==> config.mk <==
export PLATFORM = sky130hd
export DESIGN_NAME = md5_digest_engine
export DESIGN_NICKNAME = d
export VERILOG_FILES = /design/src/md5_pkg.sv /design/src/md5_front.sv /design/src/md5_back.sv /design/src/md5_digest_engine.sv
export SDC_FILE = /design/constraint.sdc
export NUM_CORES = 2
export LEC_CHECK = 0
export BUFFER_PORTS_ARGS = -buffer_cell sky130_fd_sc_hd__buf_2
export CAP_MARGIN = 10
export CORE_ASPECT_RATIO = 0.7
export CORE_UTILIZATION = 55
export CTS_BUF_LIST = sky130_fd_sc_hd__clkbuf_4 sky130_fd_sc_hd__clkbuf_8 sky130_fd_sc_hd__clkbuf_16
export CTS_CLUSTER_DIAMETER = 40
export DETAILED_ROUTE_END_ITERATION = 6
export PLACE_DENSITY = 0.74
export SLEW_MARGIN = 10
export SYNTH_ARGS = -nofsm -noshare
export SYNTH_HDL_FRONTEND = slang
export SYNTH_HIERARCHICAL = 1
export SYNTH_SLANG_ARGS = --single-unit
==> constraint.sdc <==
create_clock -name clk -period 11.6 [get_ports clk]
set_input_delay 1.16 -clock clk [delete_from_list [all_inputs] [get_ports clk]]
set_output_delay 1.16 -clock clk [all_outputs]
set_load 0.02 [all_outputs]
==> src/md5_pkg.sv <==
// ----------------------------------------------------------------------------
// md5_pkg
// shared types, queue sizing and round tables for the md5 digest engine
// ----------------------------------------------------------------------------
`default_nettype none

package md5_pkg;

    // request as it travels from the front to the back
    typedef struct packed {
        logic [7:0] data_byte;
        logic       has_byte;
        logic       last;
    } item_t;

    // queue between front and back
    localparam int Q_DEPTH = 4;
    localparam int Q_PTR_W = $clog2(Q_DEPTH);
    localparam int Q_CNT_W = $clog2(Q_DEPTH + 1);

    // chaining word initial values
    localparam logic [31:0] IV_A = 32'h67452301;
    localparam logic [31:0] IV_B = 32'hefcdab89;
    localparam logic [31:0] IV_C = 32'h98badcfe;
    localparam logic [31:0] IV_D = 32'h10325476;

    localparam logic [7:0] PAD_MARK = 8'h80;
    localparam logic [5:0] LEN_POS  = 6'd56;
    localparam logic [5:0] LAST_POS = 6'd63;
    localparam logic [3:0] LAST_OUT = 4'd15;

    localparam logic [31:0] ROUND_K [64] = '{
        32'hd76aa478, 32'he8c7b756, 32'h242070db, 32'hc1bdceee,
        32'hf57c0faf, 32'h4787c62a, 32'ha8304613, 32'hfd469501,
        32'h698098d8, 32'h8b44f7af, 32'hffff5bb1, 32'h895cd7be,
        32'h6b901122, 32'hfd987193, 32'ha679438e, 32'h49b40821,
        32'hf61e2562, 32'hc040b340, 32'h265e5a51, 32'he9b6c7aa,
        32'hd62f105d, 32'h02441453, 32'hd8a1e681, 32'he7d3fbc8,
        32'h21e1cde6, 32'hc33707d6, 32'hf4d50d87, 32'h455a14ed,
        32'ha9e3e905, 32'hfcefa3f8, 32'h676f02d9, 32'h8d2a4c8a,
        32'hfffa3942, 32'h8771f681, 32'h6d9d6122, 32'hfde5380c,
        32'ha4beea44, 32'h4bdecfa9, 32'hf6bb4b60, 32'hbebfbc70,
        32'h289b7ec6, 32'heaa127fa, 32'hd4ef3085, 32'h04881d05,
        32'hd9d4d039, 32'he6db99e5, 32'h1fa27cf8, 32'hc4ac5665,
        32'hf4292244, 32'h432aff97, 32'hab9423a7, 32'hfc93a039,
        32'h655b59c3, 32'h8f0ccc92, 32'hffeff47d, 32'h85845dd1,
        32'h6fa87e4f, 32'hfe2ce6e0, 32'ha3014314, 32'h4e0811a1,
        32'hf7537e82, 32'hbd3af235, 32'h2ad7d2bb, 32'heb86d391
    };

    localparam logic [4:0] ROUND_S [16] = '{
        5'd7, 5'd12, 5'd17, 5'd22,
        5'd5, 5'd9,  5'd14, 5'd20,
        5'd4, 5'd11, 5'd16, 5'd23,
        5'd6, 5'd10, 5'd15, 5'd21
    };

    function automatic logic [31:0] rotl32(input logic [31:0] x, input logic [4:0] s);
        logic [63:0] wide;
        wide = {x, x} << s;
        return wide[63:32];
    endfunction

    // message word used by each round
    function automatic logic [3:0] msg_index(input logic [5:0] r);
        logic [3:0] rl;
        logic [3:0] g;
        rl = r[3:0];
        case (r[5:4])
            2'd0:    g = rl;
            2'd1:    g = 4'(rl * 4'd5 + 4'd1);
            2'd2:    g = 4'(rl * 4'd3 + 4'd5);
            default: g = 4'(rl * 4'd7);
        endcase
        return g;
    endfunction

    function automatic logic [31:0] round_f(input logic [1:0] phase,
                                            input logic [31:0] b,
                                            input logic [31:0] c,
                                            input logic [31:0] d);
        logic [31:0] f;
        case (phase)
            2'd0:    f = (b & c) | (~b & d);
            2'd1:    f = (d & b) | (~d & c);
            2'd2:    f = b ^ c ^ d;
            default: f = c ^ (b | ~d);
        endcase
        return f;
    endfunction

endpackage

`default_nettype wire

==> src/md5_front.sv <==
// ----------------------------------------------------------------------------
// md5_front
// takes input requests, drops the ones that carry neither byte nor end mark,
// and holds the rest in a short queue for the back end
// ----------------------------------------------------------------------------
`default_nettype none

module md5_front (
    input  wire logic          clk,
    input  wire logic          rst_n,
    input  wire logic          in_valid,
    output logic               in_ready,
    input  wire logic [7:0]    data_byte,
    input  wire logic          has_byte,
    input  wire logic          last,
    output md5_pkg::item_t     q_item,
    output logic               q_valid,
    input  wire logic          q_pop
);

    md5_pkg::item_t                q_mem_reg [md5_pkg::Q_DEPTH];
    logic [md5_pkg::Q_PTR_W-1:0]   wr_ptr_reg, wr_ptr_next;
    logic [md5_pkg::Q_PTR_W-1:0]   rd_ptr_reg, rd_ptr_next;
    logic [md5_pkg::Q_CNT_W-1:0]   count_reg, count_next;
    logic                          push;
    logic                          do_pop;

    assign in_ready = (count_reg != md5_pkg::Q_CNT_W'(md5_pkg::Q_DEPTH));
    // an idle request changes nothing, so it never enters the queue
    assign push     = in_valid && in_ready && (has_byte || last);
    assign q_valid  = (count_reg != '0);
    assign do_pop   = q_pop && q_valid;
    assign q_item   = q_mem_reg[rd_ptr_reg];

    always_comb
    begin
        wr_ptr_next = wr_ptr_reg;
        rd_ptr_next = rd_ptr_reg;
        count_next  = count_reg;
        if (push)
        begin
            if (wr_ptr_reg == md5_pkg::Q_PTR_W'(md5_pkg::Q_DEPTH - 1))
                wr_ptr_next = '0;
            else
                wr_ptr_next = wr_ptr_reg + 1'b1;
        end
        if (do_pop)
        begin
            if (rd_ptr_reg == md5_pkg::Q_PTR_W'(md5_pkg::Q_DEPTH - 1))
                rd_ptr_next = '0;
            else
                rd_ptr_next = rd_ptr_reg + 1'b1;
        end
        if (push && !do_pop)
            count_next = count_reg + 1'b1;
        else if (!push && do_pop)
            count_next = count_reg - 1'b1;
    end

    always_ff @(posedge clk or negedge rst_n)
    begin
        if (!rst_n)
        begin
            wr_ptr_reg <= '0;
            rd_ptr_reg <= '0;
            count_reg  <= '0;
        end
        else
        begin
            wr_ptr_reg <= wr_ptr_next;
            rd_ptr_reg <= rd_ptr_next;
            count_reg  <= count_next;
        end
    end

    always_ff @(posedge clk)
    begin
        if (push)
        begin
            q_mem_reg[wr_ptr_reg].data_byte <= data_byte;
            q_mem_reg[wr_ptr_reg].has_byte  <= has_byte;
            q_mem_reg[wr_ptr_reg].last      <= last;
        end
    end

endmodule

`default_nettype wire

==> src/md5_back.sv <==
// ----------------------------------------------------------------------------
// md5_back
// packs bytes into the block, pads the message, runs one md5 round per
// cycle and hands out the digest bytes
// ----------------------------------------------------------------------------
`default_nettype none

module md5_back (
    input  wire logic          clk,
    input  wire logic          rst_n,
    input  wire md5_pkg::item_t q_item,
    input  wire logic          q_valid,
    output logic               q_pop,
    output logic               out_valid,
    input  wire logic          out_ready,
    output logic [7:0]         digest_byte,
    output logic               digest_last
);

    typedef enum logic [3:0] {
        ST_ABSORB = 4'b0001,
        ST_ROUND  = 4'b0010,
        ST_PAD    = 4'b0100,
        ST_OUT    = 4'b1000
    } state_t;

    state_t        state_reg, state_next;
    logic [5:0]    fill_reg, fill_next;
    logic [63:0]   len_reg, len_next;
    logic [5:0]    round_reg, round_next;
    logic          pad_reg, pad_next;
    logic          mark_reg, mark_next;
    logic          tail_reg, tail_next;
    logic [3:0]    out_idx_reg, out_idx_next;
    logic [31:0]   chain_reg [4];
    logic [31:0]   chain_next [4];
    logic [31:0]   a_reg, b_reg, c_reg, d_reg;
    logic [31:0]   a_next, b_next, c_next, d_next;
    logic [31:0]   block_reg [16];

    logic          put_en;
    logic [7:0]    put_byte;
    logic [7:0]    pad_byte;
    logic          tail_now;
    logic          full;
    logic [31:0]   rot_sum;
    logic [31:0]   b_round;

    assign q_pop = (state_reg == ST_ABSORB) && q_valid;

    // length bytes go out while the fill sits at 56..63
    assign tail_now = mark_reg && (tail_reg || (fill_reg == md5_pkg::LEN_POS));
    assign pad_byte = tail_now ? len_reg[{fill_reg[2:0], 3'b000} +: 8]
                    : (mark_reg ? 8'h00 : md5_pkg::PAD_MARK);
    assign put_en   = (q_pop && q_item.has_byte) || (state_reg == ST_PAD);
    assign put_byte = q_pop ? q_item.data_byte : pad_byte;
    assign full     = put_en && (fill_reg == md5_pkg::LAST_POS);

    assign rot_sum = a_reg
                   + md5_pkg::round_f(round_reg[5:4], b_reg, c_reg, d_reg)
                   + md5_pkg::ROUND_K[round_reg]
                   + block_reg[md5_pkg::msg_index(round_reg)];
    assign b_round = b_reg + md5_pkg::rotl32(rot_sum,
                                             md5_pkg::ROUND_S[{round_reg[5:4], round_reg[1:0]}]);

    assign out_valid   = (state_reg == ST_OUT);
    assign digest_byte = chain_reg[out_idx_reg[3:2]][{out_idx_reg[1:0], 3'b000} +: 8];
    assign digest_last = (out_idx_reg == md5_pkg::LAST_OUT);

    always_comb
    begin
        state_next   = state_reg;
        fill_next    = fill_reg;
        len_next     = len_reg;
        round_next   = round_reg;
        pad_next     = pad_reg;
        mark_next    = mark_reg;
        tail_next    = tail_reg;
        out_idx_next = out_idx_reg;
        chain_next   = chain_reg;
        a_next       = a_reg;
        b_next       = b_reg;
        c_next       = c_reg;
        d_next       = d_reg;

        if (put_en)
            fill_next = fill_reg + 1'b1;
        if (full)
        begin
            a_next     = chain_reg[0];
            b_next     = chain_reg[1];
            c_next     = chain_reg[2];
            d_next     = chain_reg[3];
            round_next = '0;
        end

        case (state_reg)
            ST_ABSORB:
            begin
                if (q_pop)
                begin
                    if (q_item.has_byte)
                        len_next = len_reg + 64'd8;
                    if (full)
                    begin
                        state_next = ST_ROUND;
                        pad_next   = q_item.last;
                    end
                    else if (q_item.last)
                    begin
                        state_next = ST_PAD;
                        pad_next   = 1'b1;
                    end
                end
            end
            ST_PAD:
            begin
                mark_next = 1'b1;
                if (tail_now)
                    tail_next = 1'b1;
                if (full)
                    state_next = ST_ROUND;
            end
            ST_ROUND:
            begin
                a_next     = d_reg;
                b_next     = b_round;
                c_next     = b_reg;
                d_next     = c_reg;
                round_next = round_reg + 1'b1;
                if (round_reg == md5_pkg::LAST_POS)
                begin
                    chain_next[0] = chain_reg[0] + d_reg;
                    chain_next[1] = chain_reg[1] + b_round;
                    chain_next[2] = chain_reg[2] + b_reg;
                    chain_next[3] = chain_reg[3] + c_reg;
                    if (tail_reg)
                        state_next = ST_OUT;
                    else if (pad_reg)
                        state_next = ST_PAD;
                    else
                        state_next = ST_ABSORB;
                end
            end
            ST_OUT:
            begin
                if (out_ready)
                begin
                    out_idx_next = out_idx_reg + 1'b1;
                    if (out_idx_reg == md5_pkg::LAST_OUT)
                    begin
                        // digest delivered: start the next message
                        chain_next[0] = md5_pkg::IV_A;
                        chain_next[1] = md5_pkg::IV_B;
                        chain_next[2] = md5_pkg::IV_C;
                        chain_next[3] = md5_pkg::IV_D;
                        len_next      = '0;
                        fill_next     = '0;
                        pad_next      = 1'b0;
                        mark_next     = 1'b0;
                        tail_next     = 1'b0;
                        state_next    = ST_ABSORB;
                    end
                end
            end
            default:
            begin
                state_next = ST_ABSORB;
            end
        endcase
    end

    always_ff @(posedge clk or negedge rst_n)
    begin
        if (!rst_n)
        begin
            state_reg    <= ST_ABSORB;
            fill_reg     <= '0;
            len_reg      <= '0;
            round_reg    <= '0;
            pad_reg      <= 1'b0;
            mark_reg     <= 1'b0;
            tail_reg     <= 1'b0;
            out_idx_reg  <= '0;
            chain_reg[0] <= md5_pkg::IV_A;
            chain_reg[1] <= md5_pkg::IV_B;
            chain_reg[2] <= md5_pkg::IV_C;
            chain_reg[3] <= md5_pkg::IV_D;
        end
        else
        begin
            state_reg    <= state_next;
            fill_reg     <= fill_next;
            len_reg      <= len_next;
            round_reg    <= round_next;
            pad_reg      <= pad_next;
            mark_reg     <= mark_next;
            tail_reg     <= tail_next;
            out_idx_reg  <= out_idx_next;
            chain_reg    <= chain_next;
        end
    end

    always_ff @(posedge clk)
    begin
        a_reg <= a_next;
        b_reg <= b_next;
        c_reg <= c_next;
        d_reg <= d_next;
        if (put_en)
        begin
            // first byte of a word clears the upper lanes
            if (fill_reg[1:0] == 2'b00)
                block_reg[fill_reg[5:2]] <= {24'h000000, put_byte};
            else
                block_reg[fill_reg[5:2]][{fill_reg[1:0], 3'b000} +: 8] <= put_byte;
        end
    end

endmodule

`default_nettype wire

==> src/md5_digest_engine.sv <==
// ----------------------------------------------------------------------------
// md5_digest_engine
// streaming md5: message bytes in, 16 digest bytes out per message
// ----------------------------------------------------------------------------
// a byte request is absorbed when the back end pops it; every 64th byte adds a block of
// rounds, one round per cycle through the single round adder and rotator
// an end request adds the padding bytes, the rounds of one or two blocks and
// the 16 digest bytes of output before the next message is absorbed
// the 4-entry request queue keeps taking requests while the back end works, until it is full
// reset clears the queue and control and loads the initial chaining words
`default_nettype none

module md5_digest_engine (
    input  wire logic       clk,
    input  wire logic       rst_n,
    input  wire logic       in_valid,
    output logic            in_ready,
    input  wire logic [7:0] data_byte,
    input  wire logic       has_byte,
    input  wire logic       last,
    output logic            out_valid,
    input  wire logic       out_ready,
    output logic [7:0]      digest_byte,
    output logic            digest_last
);

    md5_pkg::item_t q_item;
    logic           q_valid;
    logic           q_pop;

    md5_front u_front (
        .clk       (clk),
        .rst_n     (rst_n),
        .in_valid  (in_valid),
        .in_ready  (in_ready),
        .data_byte (data_byte),
        .has_byte  (has_byte),
        .last      (last),
        .q_item    (q_item),
        .q_valid   (q_valid),
        .q_pop     (q_pop)
    );

    md5_back u_back (
        .clk         (clk),
        .rst_n       (rst_n),
        .q_item      (q_item),
        .q_valid     (q_valid),
        .q_pop       (q_pop),
        .out_valid   (out_valid),
        .out_ready   (out_ready),
        .digest_byte (digest_byte),
        .digest_last (digest_last)
    );

    // no request is absorbed while a digest is being handed out
    a_no_pop_during_out: assert property (@(posedge clk) disable iff (!rst_n)
        q_pop |-> !out_valid)
        else $error("request taken while digest pending");

    // back end pops only what the queue holds
    a_pop_has_data: assert property (@(posedge clk) disable iff (!rst_n)
        q_pop |-> q_valid)
        else $error("pop from empty queue");

    // after the final digest byte the engine returns to absorbing
    a_out_ends: assert property (@(posedge clk) disable iff (!rst_n)
        (out_valid && out_ready && digest_last) |=> !out_valid)
        else $error("digest output did not end");

endmodule

`default_nettype wire

== Word-level counts from Yosys, hierarchy flattened ==
Memories as Yosys holds them, arrays and structs flattened.
Cells that the tools add are included.
Word-level totals
  flip-flop bits (word level): 350
  RAM bits: 552
  ROM bits: 2128
  bits of input ports: 14
  output and inout bits: 11
  memories: 4
Operators by class
  add/subtract/negate cells: 19
  $mul: 3
  $lt $le $gt $ge: 3
  equality and inequality tests: 21
  shift operators: 5
  mux-type cells: 98
  bitwise operators: 47
  reduce and logical (&&, ||, !) cells: 29
Memory list
  (no name shown): depth 64, width 32, rd ports 1, clocked after memory_dff 0, write ports 0, line md5_back.sv:61  | + md5_pkg::ROUND_K[round_reg]
  u_back.block_reg: depth 16, width 32, rd ports 1, clocked after memory_dff 0, write ports 1, line md5_back.sv:39  | logic [31:0] block_reg [16];
  (no name shown): depth 16, width 5, rd ports 1, clocked after memory_dff 0, write ports 0, line md5_back.sv:64  | md5_pkg::ROUND_S[{round_reg[5:4], round_reg[1:0]}]);
  u_front.q_mem_reg: depth 4, width 10, rd ports 1, clocked after memory_dff 0, write ports 1, line md5_front.sv:21  | md5_pkg::item_t q_mem_reg [md5_pkg::Q_DEPTH];
Operators with widths (number)
  $mux W32: 13
  $mux W128: 3
  $add A32 B32 Y32: 8
  $mux W64: 4
  $pmux W128 S2: 1
  $and A32 B32 Y32: 4
  $pmux W64 S2: 1
  $or A32 B32 Y32: 3
  $pmux W32 S3: 1
  $xor A32 B32 Y32: 3
  $add A64 B4 Y64 const B: 1
  $bmux W32 S2: 1
  $not A32 Y32: 2
  $shiftx A64 B7 Y8: 1
  $shl A64 B5 Y64: 1
  $mux W1: 45
  $mux W6: 6
  $mux W4: 8
  $or A1 B1 Y1: 32
  $shift A8 B7 Y32 const A: 1
  $shiftx A32 B6 Y8: 1
  $shiftx A8 B7 Y32: 1
  $mux W8: 3
  $eq A6 B6 Y1 const B: 3
  41 further kinds: 78

== Logic depth before layout (Yosys ltp) ==
  depth after elaboration: 12
  gate-level depth with buffers: 63
  depth with buffers taken out: 59

== By module ==
Netlist, hierarchy kept.
By module, submodules not included
  md5_back: times used 1, cells an instance 4999, area each 53400.0 sq um
  md5_front: times used 1, cells an instance 90, area each 1894.3 sq um

== Worst setup path after synthesis ==
OpenSTA, ideal clock, no wires.
  path type: reg-to-reg
  start point: reg u_back.round_reg[2]
  end point: reg u_back/chain_reg[95] in the netlist's numbering
  library setup time: 73 ps
  arrival: 11702 ps
  required time: 11527 ps
  setup slack: -175 ps
  stages on the path, launching flop included: 59
  path buffers: 4
  period minus slack after synthesis: 11775 ps
  cell sequence: dfrtp_1 inv_1 clkbuf_1 buf_1 ha_1 fa_1 xnor2_1 xnor2_1 a211o_1 nand3_1 clkbuf_1 buf_1 mux2i_1 nor2_1 a21oi_1 fa_1 inv_1 ha_1 [... 23 more ...] nand2b_1 nand2_1 a21o_1 a21oi_1 xnor2_1 ha_1 a21o_1 a21o_1 a21o_1 a21o_1 a21oi_1 o31ai_1 nor2_1 o21ai_0 a21oi_1 and3_1 o31ai_1 a21oi_1
Between the ends
  word-level cells in the longest chain between the ends: 11
RTL lines
  from (decl): line md5_back.sv:30  | logic [5:0] round_reg, round_next;
  from (signal assigned): line md5_back.sv:195  | round_reg <= round_next;
  branches (longest 11 deep; another with $mem_v2 Z16 W32)
  to (signal assigned): line md5_back.sv:200  | chain_reg <= chain_next;
  to (decl): line md5_back.sv:35  | logic [31:0] chain_reg [4];
Parallel ways; which one is timed is not known. The select of a mux whose other input is x is not followed.
A chain may end at the register's enable or synchronous reset.

== Final worst setup path ==
  start point: reg u_back.round_reg[1]
  end point: reg u_back/chain_reg[95] in the netlist's numbering
Same word-level chain as after synthesis.

==> Implementation_results.wiki <==
{| class="wikitable"
! Metric !! Value
|-
| Number of cells in the design after placement || approximately 6,700
|-
| HP Start || u_back/chain_reg[95]
|-
| Vias in the first global route || 41,800
|-
| Avg WL per Cell || 26.2 um
|-
| Maximum level of the CTS H-tree || 3
|-
| Transition time at the pin with the least slew margin || between 1000 and 1500 ps
|-
| Critical path endpoint category || flop
|-
| First-pass GRT wire length || 268,000 um
|-
| Data arrival time of the critical path || around 12,000 ps
|-
| Crit path largest cell delay || 480 ps
|-
| Post-synthesis async set-or-reset flop share || between 20% and 30%
|-
| Total routed wirelength || 182,000 um
|-
| Clock-pin slew on the worst setup and hold paths || roughly 60 ps
|-
| Floorplan die area || 0.102 mm^2
|-
| Final hold violations || 0
|-
| CP Class || flop to flop
|-
| Outcome || finished, violations left
|-
| Summed instance area of the synthesized netlist || 0.0553 mm^2
|-
| Net count after synthesis || around 5,400
|-
| Clock tree sinks || 899
|-
| Commonest register cell after synthesis || sky130_fd_sc_hd__edfxtp_1
|-
| Category of the worst setup path launch point || flop
|-
| Area growth syn-to-layout || 17.9%
|-
| Finished Layout Cells || 6,940
|-
| Initial antenna violation count || 9
|-
| Pin count of the biggest net entering global routing || 115
|-
| Launching point of the worst reg2reg path || u_back/round_reg[1]
|-
| Remaining antenna violation count || 0
|-
| Hold Crit Endpoint || u_back/chain_reg[95]
|-
| Cell area after placement || 0.0605 mm^2
|-
| Overall global routing resource usage || between 30% and 40%
|-
| Final Max Tran Viols || 0
|-
| Worst slew margin || 20.3%
|-
| Floorplan die width || 381 um
|-
| Count of warnings emitted by yosys || 6
|-
| Nets@finish || 5,842
|-
| Core area || slightly below 0.1 mm^2
|-
| Fill cell instance count of the final layout || approximately 7,400
|-
| Number of library cell types mapped by synthesis || 96
|-
| CP max stage cell || sky130_fd_sc_hd__mux4_2
|-
| Portion of the clock cycle consumed by the worst path in the final layout || roughly 97%
|-
| Number of cells traversed by the worst hold path || 2
|-
| CP required || roughly 12,000 ps
|-
| Post-Route Setup TNS || 0 ps
|-
| Clock tree from TritonCTS || built
|-
| Failing checks || design-rule violations
|-
| Flip-flop count of the largest register after layout || 512
|-
| Number of enable-type register cells in the synthesized netlist || 680
|-
| HPWL after DPL || 131,000 um
|-
| Cell area after layout || 0.0652 mm^2
|-
| Ports placed on the boundary || 25
|-
| DR DRC count || 2
|-
| Quantity of I/O buffers inserted on ports || 24
|-
| Seq/Total Area, Yosys || 47.0%
|-
| Iteration-0 DRC count of the detailed router || 5,737
|-
| Die boundary height || 267 um
|-
| Max Fclk || ~89 MHz
|-
| Kind of path behind the tightest hold check || flop to flop
|-
| Synth Register Bits || about 900
|-
| Root buffer cell || sky130_fd_sc_hd__clkbuf_16
|-
| Final global-route overflow total || 0
|-
| Worst clock skew on the final layout || 43.0 ps
|-
| Endpoint of the worst register-to-register path || u_back/chain_reg[95]
|-
| Starting Density || 55.9%
|-
| Number of vias per cell || 6.42
|-
| Number of maximum-capacitance violations || 0
|-
| Max FO, Critical Path || 11
|-
| Worst-Skew Late Latency || 720 ps
|-
| Flop2flop setup slack || 360 ps
|-
| Clock Tree Buf Depth || 3
|-
| Site Rows || 96
|-
| Global placer's final weighted congestion || 1.06
|-
| Share of final-layout standard cells stronger than drive strength 1 || 23.5%
|-
| Final Setup Violations || 0
|-
| Final critical-path required period || 11,240 ps
|-
| Via count || 44,600
|-
| Synth Instances || 5,089
|-
| Initial DRT Pass Iterations || 7
|-
| Worst-case reg-to-reg path depth || 60
|-
| Synthesized area divided by synthesized cell count || ~11 um^2
|-
| Number of CTS-inserted buffers || between 100 and 150
|}
how the worst max path moves through the flow:
stage,slack [ps],to,start,depth (start not counted)
2_1_floorplan,70,u_back/chain_reg[95],u_back/round_reg[2],58
3_3_place_gp,-290,u_back/chain_reg[95],u_back/round_reg[1],53
3_5_place_dp,-290,u_back/chain_reg[95],u_back/round_reg[1],62
4_1_cts,1,u_back/chain_reg[95],u_back/round_reg[1],59
5_1_grt,-90,u_back/chain_reg[95],u_back/round_reg[0],64
6_report,360,u_back/chain_reg[95],u_back/round_reg[1],60
layer usage:
metal / vias up / track usage (%) / share of wire (%)
met5: - / 0 / 0.031
met4: 10 / 8.12 / 2.2
met3: 294 / 11.9 / 14
met2: 2659 / 48.3 / 41
met1: 22000 / 53.4 / 43
li1: 19600 / - / -
Yosys cell counts (67+ instances only):
master / n / area (um^2)
sky130_fd_sc_hd__edfxtp_1: 680 / 20400
sky130_fd_sc_hd__nand2_1: 646 / 2420
sky130_fd_sc_hd__nor2_1: 416 / 1560
sky130_fd_sc_hd__o21ai_0: 358 / 1790
sky130_fd_sc_hd__a21oi_1: 331 / 1660
sky130_fd_sc_hd__ha_1: 233 / 2920
sky130_fd_sc_hd__inv_1: 205 / 769
sky130_fd_sc_hd__mux4_2: 202 / 4550
sky130_fd_sc_hd__clkbuf_1: 186 / 698
sky130_fd_sc_hd__dfrtp_1: 154 / 3850
sky130_fd_sc_hd__xnor2_1: 142 / 1240
sky130_fd_sc_hd__nand3_1: 140 / 701
sky130_fd_sc_hd__xor2_1: 112 / 981
sky130_fd_sc_hd__mux2i_1: 104 / 1040
sky130_fd_sc_hd__nor3_1: 88 / 440
sky130_fd_sc_hd__a21o_1: 81 / 608
sky130_fd_sc_hd__a31oi_1: 75 / 469
sky130_fd_sc_hd__mux2_2: 74 / 833
sky130_fd_sc_hd__fa_1: 71 / 1420
sky130_fd_sc_hd__a211oi_1: 67 / 503
timing repair:
action,4_1_cts,5_1_grt
pin swaps,3,54
cloned,0,3
buffers inserted,1,25
gates resized for setup,17,135
endpoints found under the setup margin,11,15
hold buffers,0,0
final cells by class:
class / count / area (um^2) / area share (%)
Multi-Input combinational cell: 3719 / 28200 / 43.3
Sequential cell: 899 / 26000 / 39.9
Timing Repair Buffer: 588 / 4790 / 7.35
Clock buffer: 135 / 2960 / 4.53
Tap cell: 1323 / 1660 / 2.54
Inverter: 208 / 795 / 1.22
Clock inverter: 65 / 783 / 1.20
Antenna cell: 3 / 7.51 / 0.0115
cells in the final DEF, fill, tap and decap left out, types with 16 or more instances in the layout:
master                        n
sky130_fd_sc_hd__buf_2       23
sky130_fd_sc_hd__edfxtp_1   680
sky130_fd_sc_hd__a21oi_1    295
sky130_fd_sc_hd__inv_1      199
sky130_fd_sc_hd__nor3_1      86
sky130_fd_sc_hd__mux2i_1    101
sky130_fd_sc_hd__nand4_1     24
sky130_fd_sc_hd__clkbuf_16  111
sky130_fd_sc_hd__fa_1        69
sky130_fd_sc_hd__nor2b_1     40
sky130_fd_sc_hd__dfstp_2     65
sky130_fd_sc_hd__nand2_1    643
sky130_fd_sc_hd__o21ai_0    338
sky130_fd_sc_hd__and3_1      40
sky130_fd_sc_hd__a211oi_1    64
sky130_fd_sc_hd__a21oi_2     33
sky130_fd_sc_hd__nand3_1    138
sky130_fd_sc_hd__nand2b_1    39
sky130_fd_sc_hd__mux2_2      72
sky130_fd_sc_hd__and2_1      45
sky130_fd_sc_hd__mux4_2     202
sky130_fd_sc_hd__o211ai_1    29
sky130_fd_sc_hd__a21o_1      80
sky130_fd_sc_hd__buf_4      523
sky130_fd_sc_hd__or3_1       25
sky130_fd_sc_hd__nor2_1     408
sky130_fd_sc_hd__a31oi_1     70
sky130_fd_sc_hd__o21ai_1     16
sky130_fd_sc_hd__o31ai_1     22
sky130_fd_sc_hd__o21a_1      36
sky130_fd_sc_hd__ha_1       223
sky130_fd_sc_hd__dfrtp_1    149
sky130_fd_sc_hd__buf_12      26
sky130_fd_sc_hd__xor2_1     109
sky130_fd_sc_hd__o21bai_1    24
sky130_fd_sc_hd__or2_2       47
sky130_fd_sc_hd__clkbuf_4    19
sky130_fd_sc_hd__xnor2_1    136
worst max-delay path, delay by kind of cell, from the launching register on:
kind	cells	cell delay, ps
xor+xnor	2	250
fa+ha+maj	7	2470
mux	1	480
simple gates	10	1030
buf+inv	11	1710
compound gates	29	4760
flops	1	420
cell families (layout without fill, tap and decap cells):
| family | Yosys count | count (layout) | synth area share (%) |
|---|---|---|---|
| buf+inv | 471 | 996 | 3.26 |
| simple gates | 1601 | 1601 | 13.0 |
| flops | 899 | 899 | 47.0 |
| fa+ha+maj | 304 | 304 | 7.84 |
| compound gates | 1172 | 1172 | 13.1 |
| mux | 383 | 383 | 11.7 |
| xor+xnor | 259 | 259 | 4.20 |
| other cells | 0 | 3 | 0 |
per-stage QoR:
step	setup slack, ps	hold slack [ps]	utilization (%)
6_report	356	519	65.9
5_1_grt	-92.3	534	65.9
4_1_cts	1.14	511	65.0
3_5_place_dp	-294	503	61.2
3_3_place_gp	-288	508	61.2
2_1_floorplan	65.7	458	-
Power is left out: the tool's default activity adds up to more than one toggle a clock period on the data nets, which glitch-free logic cannot reach.
